## src/design/lec_pkg.sv

```systemverilog
`timescale 1ns / 1ps
`default_nettype none

package lec_pkg;

  localparam int SAMPLE_FRAC_BITS = 12;
  localparam int ALPHA_FRAC_BITS  = 15;

  localparam int CURVE_PASSES = 8;
  localparam int PASS_IDX_W   = $clog2(CURVE_PASSES);
  localparam int MID_PASS     = 3;

  localparam int SAMPLE_W   = SAMPLE_FRAC_BITS + 1;
  localparam int ALPHA_W    = ALPHA_FRAC_BITS + 1;
  localparam int PROD_SHIFT = SAMPLE_FRAC_BITS + ALPHA_FRAC_BITS;

  // x*(x-ONE) from two (SAMPLE_W+1)-bit signed operands
  localparam int D_W = 2 * (SAMPLE_W + 1);
  localparam int P_W = D_W + ALPHA_W;
  localparam int Q_W = P_W - PROD_SHIFT;
  localparam int R_W = Q_W + 1;

  localparam logic [SAMPLE_W-1:0] UNIT_VALUE = SAMPLE_W'(1) << SAMPLE_FRAC_BITS;
  localparam logic signed [P_W-1:0] ROUND_HALF = P_W'(1) <<< (PROD_SHIFT - 1);

  typedef logic [SAMPLE_W-1:0] sample_t;
  typedef logic [ALPHA_W-1:0]  alpha_t;

  typedef struct packed {
    sample_t sample_in;
    alpha_t  alpha_one;
    alpha_t  alpha_two;
    alpha_t  alpha_three;
    alpha_t  alpha_four;
    alpha_t  alpha_five;
    alpha_t  alpha_six;
    alpha_t  alpha_seven;
    alpha_t  alpha_eight;
  } in_item_t;

  typedef struct packed {
    sample_t sample_mid;
    sample_t sample_out;
  } out_item_t;

  // Working item carried down the pipe: current sample, tap after pass four,
  // and the coefficients of every pass.
  typedef struct packed {
    sample_t                     x;
    sample_t                     mid;
    logic [CURVE_PASSES-1:0][ALPHA_W-1:0] alpha;
  } carry_t;

endpackage

`default_nettype wire

```

## src/design/lec_pass.sv

```systemverilog
`timescale 1ns / 1ps
`default_nettype none

module lec_pass (
  input  wire                             clk,
  input  wire                             rst_n,
  input  wire  [lec_pkg::PASS_IDX_W-1:0] pass_sel,
  input  wire                             up_valid,
  output logic                            up_stall,
  input  wire  lec_pkg::carry_t           up_data,
  output logic                            dn_valid,
  input  wire                             dn_stall,
  output lec_pkg::carry_t                 dn_data
);

  logic v1_r, v2_r, v3_r;
  logic adv1, adv2, adv3;

  lec_pkg::carry_t c1_r, c1_nxt, c2_r, c3_r, c3_nxt;
  logic signed [lec_pkg::D_W-1:0] d_r, d_nxt;
  logic signed [lec_pkg::P_W-1:0] p_r, p_nxt;

  logic signed [lec_pkg::SAMPLE_W:0] xs, xm;
  logic signed [lec_pkg::P_W-1:0]    p_rnd;
  logic signed [lec_pkg::Q_W-1:0]    q;
  logic signed [lec_pkg::R_W-1:0]    r;
  lec_pkg::sample_t                  x_c, x_new;

  // A stage advances when it is empty or the stage below moves.
  assign adv3     = !v3_r || !dn_stall;
  assign adv2     = !v2_r || adv3;
  assign adv1     = !v1_r || adv2;
  assign up_stall = !adv1;

  // Stage 1: clamp and form x*(x - ONE)
  always_comb begin
    x_c    = (up_data.x > lec_pkg::UNIT_VALUE) ? lec_pkg::UNIT_VALUE : up_data.x;
    xs     = $signed({1'b0, x_c});
    xm     = xs - $signed({1'b0, lec_pkg::UNIT_VALUE});
    d_nxt  = xs * xm;
    c1_nxt = up_data;
    c1_nxt.x = x_c;
  end

  // Stage 2: scale by this pass's coefficient
  assign p_nxt = d_r * $signed(c1_r.alpha[pass_sel]);

  // Stage 3: round to nearest, add, saturate to 0..ONE
  always_comb begin
    p_rnd = p_r + lec_pkg::ROUND_HALF;
    q     = p_rnd[lec_pkg::P_W-1:lec_pkg::PROD_SHIFT];
    r     = lec_pkg::R_W'($signed({1'b0, c2_r.x})) + lec_pkg::R_W'(q);
    if (r[lec_pkg::R_W-1]) begin
      x_new = '0;
    end else if (r > $signed(lec_pkg::R_W'(lec_pkg::UNIT_VALUE))) begin
      x_new = lec_pkg::UNIT_VALUE;
    end else begin
      x_new = r[lec_pkg::SAMPLE_W-1:0];
    end
    c3_nxt   = c2_r;
    c3_nxt.x = x_new;
    if (pass_sel == lec_pkg::PASS_IDX_W'(lec_pkg::MID_PASS)) begin
      c3_nxt.mid = x_new;
    end
  end

  always_ff @(posedge clk) begin
    if (!rst_n) begin
      v1_r <= 1'b0;
      v2_r <= 1'b0;
      v3_r <= 1'b0;
    end else begin
      if (adv1) v1_r <= up_valid;
      if (adv2) v2_r <= v1_r;
      if (adv3) v3_r <= v2_r;
    end
  end

  always_ff @(posedge clk) begin
    if (adv1) begin
      c1_r <= c1_nxt;
      d_r  <= d_nxt;
    end
    if (adv2) begin
      c2_r <= c1_r;
      p_r  <= p_nxt;
    end
    if (adv3) begin
      c3_r <= c3_nxt;
    end
  end

  assign dn_valid = v3_r;
  assign dn_data  = c3_r;

endmodule

`default_nettype wire

```

## config.mk

```make
export PLATFORM = sky130hd
export DESIGN_NAME = lec_pass
export DESIGN_NICKNAME = d
export VERILOG_FILES = /design/src/design/lec_pkg.sv /design/src/design/lec_pass.sv
export SDC_FILE = /design/constraint.sdc
export NUM_CORES = 2
export LEC_CHECK = 0
export ABC_AREA = 1
export BUFFER_PORTS_ARGS = -buffer_cell sky130_fd_sc_hd__buf_4
export CAP_MARGIN = 20
export CORE_UTILIZATION = 45
export DETAILED_ROUTE_END_ITERATION = 6
export GPL_ROUTABILITY_DRIVEN = 0
export PLACE_DENSITY_LB_ADDON = 0.12
export SLEW_MARGIN = 0
export SYNTH_ARGS = -nofsm -noshare
export SYNTH_HDL_FRONTEND = slang
export SYNTH_SLANG_ARGS = --single-unit
```

## constraint.sdc

```tcl
create_clock -name clk -period 13.1 [get_ports clk]
set_clock_uncertainty 0.15 [all_clocks]
set_input_delay 1.31 -clock clk [delete_from_list [all_inputs] [get_ports clk]]
set_output_delay 1.31 -clock clk [all_outputs]
set_load 0.03 [all_outputs]
```

=== Word level (Yosys, flattened, before mapping) ===
Cells that the tools add are included.

* Equality and inequality tests: 1
* Reductions and logical operators: 8
* Multipliers: 2
* Add/subtract/negate cells: 3
* Muxes and demuxes: 6
* Magnitude comparators: 3

{| class="wikitable"
|+ Operators with widths
! operator !! count
|-
| 13-bit two-way mux || 4
|-
| 16-bit binary-select mux with 3-bit select || 1
|-
| 44-bit by 28-bit adder with 44-bit output (second input constant) || 1
|-
| 28-bit by 16-bit multiplier with 44-bit output || 1
|-
| 14-bit by 14-bit multiplier with 28-bit output || 1
|-
| 14-bit by 17-bit adder with 18-bit output || 1
|-
| 18-bit by 14-bit > comparator with 1-bit output (second input constant) || 1
|-
| 16-bit two-way mux || 1
|-
| 13-bit by 13-bit subtractor with 14-bit output (second input constant) || 1
|-
| 13-bit > comparator (second input constant) || 1
|-
| 1-bit zero test || 5
|-
| 3-bit by 4-bit less-than comparator with 1-bit output (second input constant) || 1
|-
| 3-bit by 2-bit == test with 1-bit output (second input constant) || 1
|-
| 1-bit logical OR || 3
|}

* Word-level logic and storage cells: 58
* Input bits: 161
* Bits in registers: 537
* Output and inout port bits: 156

=== Longest topological paths before layout ===
* Word-level depth: 6
* Gate-level depth with buffers: 33
* Depth with buffers taken out: 30

=== Worst setup path before layout ===
No wires, ideal clock.

* Path type: input-to-reg
* Start: input port dn_stall
* End: register c1_r[0] (netlist bit), enable pin
* Arrival: 12996 ps
* Stages on the path: 5
* Buffers on the path: 0
* Setup slack: -568 ps
* Data required time: 12428 ps
* Setup time: 522 ps
* Cell sequence: nand2_1 > nor2_1 > inv_1 > nor2_1 > inv_1

* Cells in the longest elaborated chain, start to end: 4

{| class="wikitable"
|+ RTL lines
! element !! line !! RTL
|-
| start: declaration || lec_pass.sv:12 || <nowiki>input wire dn_stall,</nowiki>
|-
| 1-bit zero test || lec_pass.sv:30 || <nowiki>assign adv3 = !v3_r || !dn_stall;</nowiki>
|-
| 1-bit logical OR || lec_pass.sv:30 ||
|-
| 1-bit logical OR || lec_pass.sv:31 || <nowiki>assign adv2 = !v2_r || adv3;</nowiki>
|-
| net adv2 || lec_pass.sv:17 || <nowiki>logic adv1, adv2, adv3;</nowiki>
|-
| 1-bit logical OR || lec_pass.sv:32 || <nowiki>assign adv1 = !v1_r || adv2;</nowiki>
|-
| end signal: assignment || lec_pass.sv:81 || <nowiki>c1_r <= c1_nxt;</nowiki>
|-
| end: declaration || lec_pass.sv:19 || <nowiki>lec_pkg::carry_t c1_r, c1_nxt, c2_r, c3_r, c3_nxt;</nowiki>
|}

The timed path passes the listed nets, and every way through them passes these cells.
A chain may end at the register's enable or synchronous reset.

=== Worst setup path after layout ===
* Start: input port pass_sel[0] (netlist bit)
* End: register p_r[41] (netlist bit), data pin

* Cells in the longest elaborated chain, start to end: 3

{| class="wikitable"
|+ RTL lines
! element !! line !! RTL
|-
| start: declaration || lec_pass.sv:7 || <nowiki>input wire [lec_pkg::PASS_IDX_W-1:0] pass_sel,</nowiki>
|-
| 16-bit binary-select mux with 3-bit select || lec_pass.sv:46 || <nowiki>assign p_nxt = d_r * $signed(c1_r.alpha[pass_sel]);</nowiki>
|-
| 16-bit two-way mux (implied by the code) || lec_pass.sv:46 ||
|-
| 28-bit by 16-bit multiplier with 44-bit output || lec_pass.sv:46 ||
|-
| net p_nxt, one bit || lec_pass.sv:21 || <nowiki>logic signed [lec_pkg::P_W-1:0] p_r, p_nxt;</nowiki>
|-
| end signal: assignment || lec_pass.sv:86 || <nowiki>p_r <= p_nxt;</nowiki>
|-
| end: declaration || lec_pass.sv:21 ||
|}

The timed path passes the listed nets, and every way through them passes these cells. The select of a mux whose other input is x is not followed.

==> summary by stage <==
Outcome
The flow ran to the end, and the final reports show no timing, DRC or antenna violations.

Worst setup path
The largest single stage delay on the critical path is 860 ps. The start of the worst register-to-register path is c1_r[33]$_DFFE_PN_. The dominant cell type by count on the critical path is sky130_fd_sc_hd__fa_1.

The worst setup slack for register-to-register paths is 5410 ps. The worst setup path is launched from an input pin. Traced cell by cell, the critical path runs through buf_4, inv_2, buf_4, o21ai_0, o221ai_1, nand2_1, nor2_1, fa_1, fa_1, inv_1, fa_1, fa_1, fa_1, fa_1, inv_1, ha_1, nand2_1, nor2_1, inv_1, nor4_1, nand4_1, nand3_1, xor2_1. The number of cells on the worst reg-to-reg path is 26. The worst endpoint data arrival time is 9220 ps.

In this run the worst path has a maximum fanout of 50. The cell at the slowest stage of the critical path is sky130_fd_sc_hd__fa_1. Together, buffers and inverters on the worst path number 6. The kind of capture point of the worst setup path is a flip-flop.

The critical path start-end classification is input pin to flip-flop. The critical register-to-register path endpoint is p_r[43]$_DFFE_PP_. Among cell families on the critical path, the largest total delay comes from adder cells. At the worst endpoint, the required time is 13,280 ps.

Drt
The first routing iteration left 1,929 violations. The number of routed nets with antenna violations is 0. In the routed layout, each cell is associated on average with a via count of 5.03. The final layout contains routed wiring with a total length of 101 mm.

Across all layers, the routed design uses 25,400 vias. In the routed design, unresolved DRC markers number 0. After detailed routing, the average wire length per cell comes to 20.1 µm. The pre-antenna-repair detailed-routing pass consisted of 5 iterations.

Timing
For the pin with the worst max-slew slack, the measured transition is 1080 ps. The count of final setup violators is 0. The aggregate negative setup slack is 0 ps. The maximum operating frequency is 111 MHz. The number of max-slew violations in the final report is 0. Dividing the final minimum period by the clock period gives 69.0%. The worst-case headroom to the max-slew limit is 28.0%. Setup repair after global routing left no endpoint under its margin. The worst path in the final design needs a cycle of 9040 ps, including I/O delays and setup. The number of hold violations in the final report came to 0.

Synth
The fraction of synthesized cell area in xor and xnor cells is 1.54%. By area, the combinational part of the netlist is dominated by adder cells. The warning count from the yosys run is 0. The register area share after synthesis is 39.6%.

The netlist area before placement is 38,600 µm². The cell count after synthesis came out at 3,551. The synthesized netlist devotes 11.0% of its cell area to simple gates. The post-synthesis mux area share is 0.0260%. The average instance in the mapped netlist occupies 10.9 µm². The number of unique standard cell types used by synthesis is 48. Summing the areas of all compound-gate instances in the mapped netlist gives 4.05% of the synthesized area. Synthesis inferred 509 register bits. Summing the areas of all fa, ha and maj instances in the mapped netlist gives 34.9% of the synthesized area.

GRT
The global-route usage over all layers is 24.2%. The number of global-route vias before repair came to 26,500. The number of antenna violations at the first check in global routing is 7. The first-pass GRT wire length is 156 mm. The maximum number of pins on one net before global-route repair is 78. The global route total overflow is 0.

CTS
Clock-pin slew was measured on the worst setup and hold paths at 60 ps. In this run the clock root is driven by a sky130_fd_sc_hd__clkbuf_16. The clock sink count is 509.

The H-tree depth is 2. Buffers inserted to repair hold after CTS numbered 0. The clock tree from TritonCTS is done. The insertion delay of the later-clocked pin in the worst-skew pair is 590 ps. The number of cells upsized or downsized after cts is 0. The largest buffer count on any clock path is 3. The number of clock buffers added by TritonCTS is 52.

The number of buffers inserted to repair setup after CTS is 0.

Cells and area
The post-route cell area is 43,900 µm². Cells with a size suffix above 1 make up 11.3% of the layout. At the end of the flow, the number of nets in the layout was 4,786. Compared with the post-synthesis result, the final layout area differs by 13.9%. The number of filler instances in the final layout is 7,641. In the layout the commonest cells are sky130_fd_sc_hd__inv_1, sky130_fd_sc_hd__fa_1, sky130_fd_sc_hd__nand2_1. The most frequent standard cell in the layout excluding fill and tap cells is sky130_fd_sc_hd__inv_1.

Placement
The count of buffers inserted at the top-level ports is 316. The area of placed instances is 42,200 µm². The estimated wirelength of the detail-placed design is 80.9 mm.

Die
The initial cell density of the core is 45.8%. The area of the placeable core is 84,200 µm². The die area is 86,800 µm². The I/O pin total is 317. The cell row count is 106. The die is 295 µm wide.

The die is 295 µm tall.

Flow run
The count of maximum capacitance violations is 0.

Worst hold path
For hold timing, the worst endpoint is dn_data[67]$_DFFE_PP_. Counting instances, the worst hold path has a depth of 0. The start point of the worst min-delay path is c2_r[67]$_DFFE_PP_.

The class of the tightest hold or removal check is flip-flop to flip-flop.
## flip-flops by register name, summed over array words and instances, names as in the netlist
register  cells
v1_r          1
c2_r        154
v2_r          1
dn_valid      1
p_r          18
d_r          26
c1_r        154
dn_data     154
## logic make-up (layout without fill, tap and decap cells)
group,count (synthesis),in the layout
AO/OA/AOI/OAI,262,262
flip-flops,509,509
buffers and inverters,910,1255
other,2,26
XOR/XNOR,67,67
AND/OR/NAND/NOR,1050,1050
adder cells (fa/ha/maj),750,750
multiplexers,1,1
## worst register-to-register path, cell delays in order (launching register included)
cell and delay [ps]:
sky130_fd_sc_hd__edfxtp_1 400, sky130_fd_sc_hd__o21ai_0 190, sky130_fd_sc_hd__o221ai_1 150, sky130_fd_sc_hd__nand2_1 540
sky130_fd_sc_hd__clkinv_1 790, sky130_fd_sc_hd__nand2_1 310, sky130_fd_sc_hd__fa_1 470, sky130_fd_sc_hd__fa_1 540
sky130_fd_sc_hd__fa_1 520, sky130_fd_sc_hd__inv_1 50, sky130_fd_sc_hd__fa_1 480, sky130_fd_sc_hd__fa_1 490
sky130_fd_sc_hd__inv_1 60, sky130_fd_sc_hd__fa_1 510, sky130_fd_sc_hd__inv_1 50, sky130_fd_sc_hd__ha_1 320
sky130_fd_sc_hd__nand2_1 110, sky130_fd_sc_hd__nor2_1 90, sky130_fd_sc_hd__inv_1 50, sky130_fd_sc_hd__nor4_1 220
sky130_fd_sc_hd__nand2_1 100, sky130_fd_sc_hd__nand3_1 150, sky130_fd_sc_hd__nand2_1 100, sky130_fd_sc_hd__o21bai_1 290
sky130_fd_sc_hd__nand3_1 150, sky130_fd_sc_hd__nand3b_1 110, sky130_fd_sc_hd__nand2_1 50
## worst max path at each step
stage	from	endpoint	cells after the start
after global routing	pass_sel[0]	p_r[43]$_DFFE_PP_	29
after detailed placement	pass_sel[0]	p_r[43]$_DFFE_PP_	29
after floorplan	dn_stall	c1_r[0]$_DFFE_PN_	5
after global placement	pass_sel[0]	p_r[43]$_DFFE_PP_	29
final	pass_sel[0]	p_r[41]$_DFFE_PP_	23
after CTS	pass_sel[0]	p_r[43]$_DFFE_PP_	29
## stage by stage
stage               util (%)  instances  worst slack, ps  hold WS (ps)
floorplan                  -       3574             1010           250
global placement        50.2       4955             3620           250
detailed placement      50.2       4955             3540           255
CTS                     52.1       5053             4170           261
global route            52.2       5054             3530           264
finish                  52.2       5054             4060           259
## cell type report
| cell class | count | area (µm²) | share of cell area [%] |
|---|---|---|---|
| Sequential cell | 509 | 15300 | 34.7 |
| Inverter | 820 | 3090 | 7.03 |
| Clock buffer | 71 | 1390 | 3.17 |
| Clock inverter | 27 | 283 | 0.644 |
| Timing Repair Buffer | 337 | 2530 | 5.76 |
| Antenna cell | 1 | 2.50 | 0.00570 |
| Multi-Input combinational cell | 2155 | 20000 | 45.4 |
| Tap cell | 1134 | 1420 | 3.23 |
## synth_stat cells (all sizes together)
library cell / number / area share (%)
dfxtp: 3 / 0.16
a221o: 1 / 0.026
nor3: 11 / 0.14
edfxtp: 506 / 39
xor2: 43 / 1.0
o31ai: 2 / 0.039
fa: 542 / 28
o22ai: 3 / 0.049
conb: 2 / 0.019
ha: 208 / 6.8
o21ai: 101 / 1.3
o21bai: 11 / 0.22
nor4: 5 / 0.081
clkinv: 11 / 0.11
o211ai: 1 / 0.019
nand3: 53 / 0.70
a211oi: 1 / 0.019
nand3b: 16 / 0.35
nand2: 522 / 5.2
mux2i: 1 / 0.026
nor2: 430 / 4.3
a21o: 11 / 0.21
xnor2: 24 / 0.55
clkbuf: 73 / 0.71
a31oi: 15 / 0.24
o221ai: 33 / 0.75
inv: 809 / 7.9
and2: 1 / 0.016
o21a: 5 / 0.097
buf: 17 / 0.22
a221oi: 1 / 0.023
nand4: 12 / 0.19
a21oi: 77 / 1.0
## metal layers
metal | vias up | track usage (%) | share of wire, % | wire length [µm]
met2 | 883 | 39.8 | 48 | 48300
met3 | 163 | 4.94 | 7.6 | 7670
met5 | - | 0 | 0.059 | 60
met4 | 12 | 7.55 | 3.0 | 3060
li1 | 11700 | - | - | -
met1 | 12700 | 32.2 | 42 | 42400
Power is left out: the tool's default activity adds up to more than one toggle a clock period on the data nets, which glitch-free logic cannot reach.
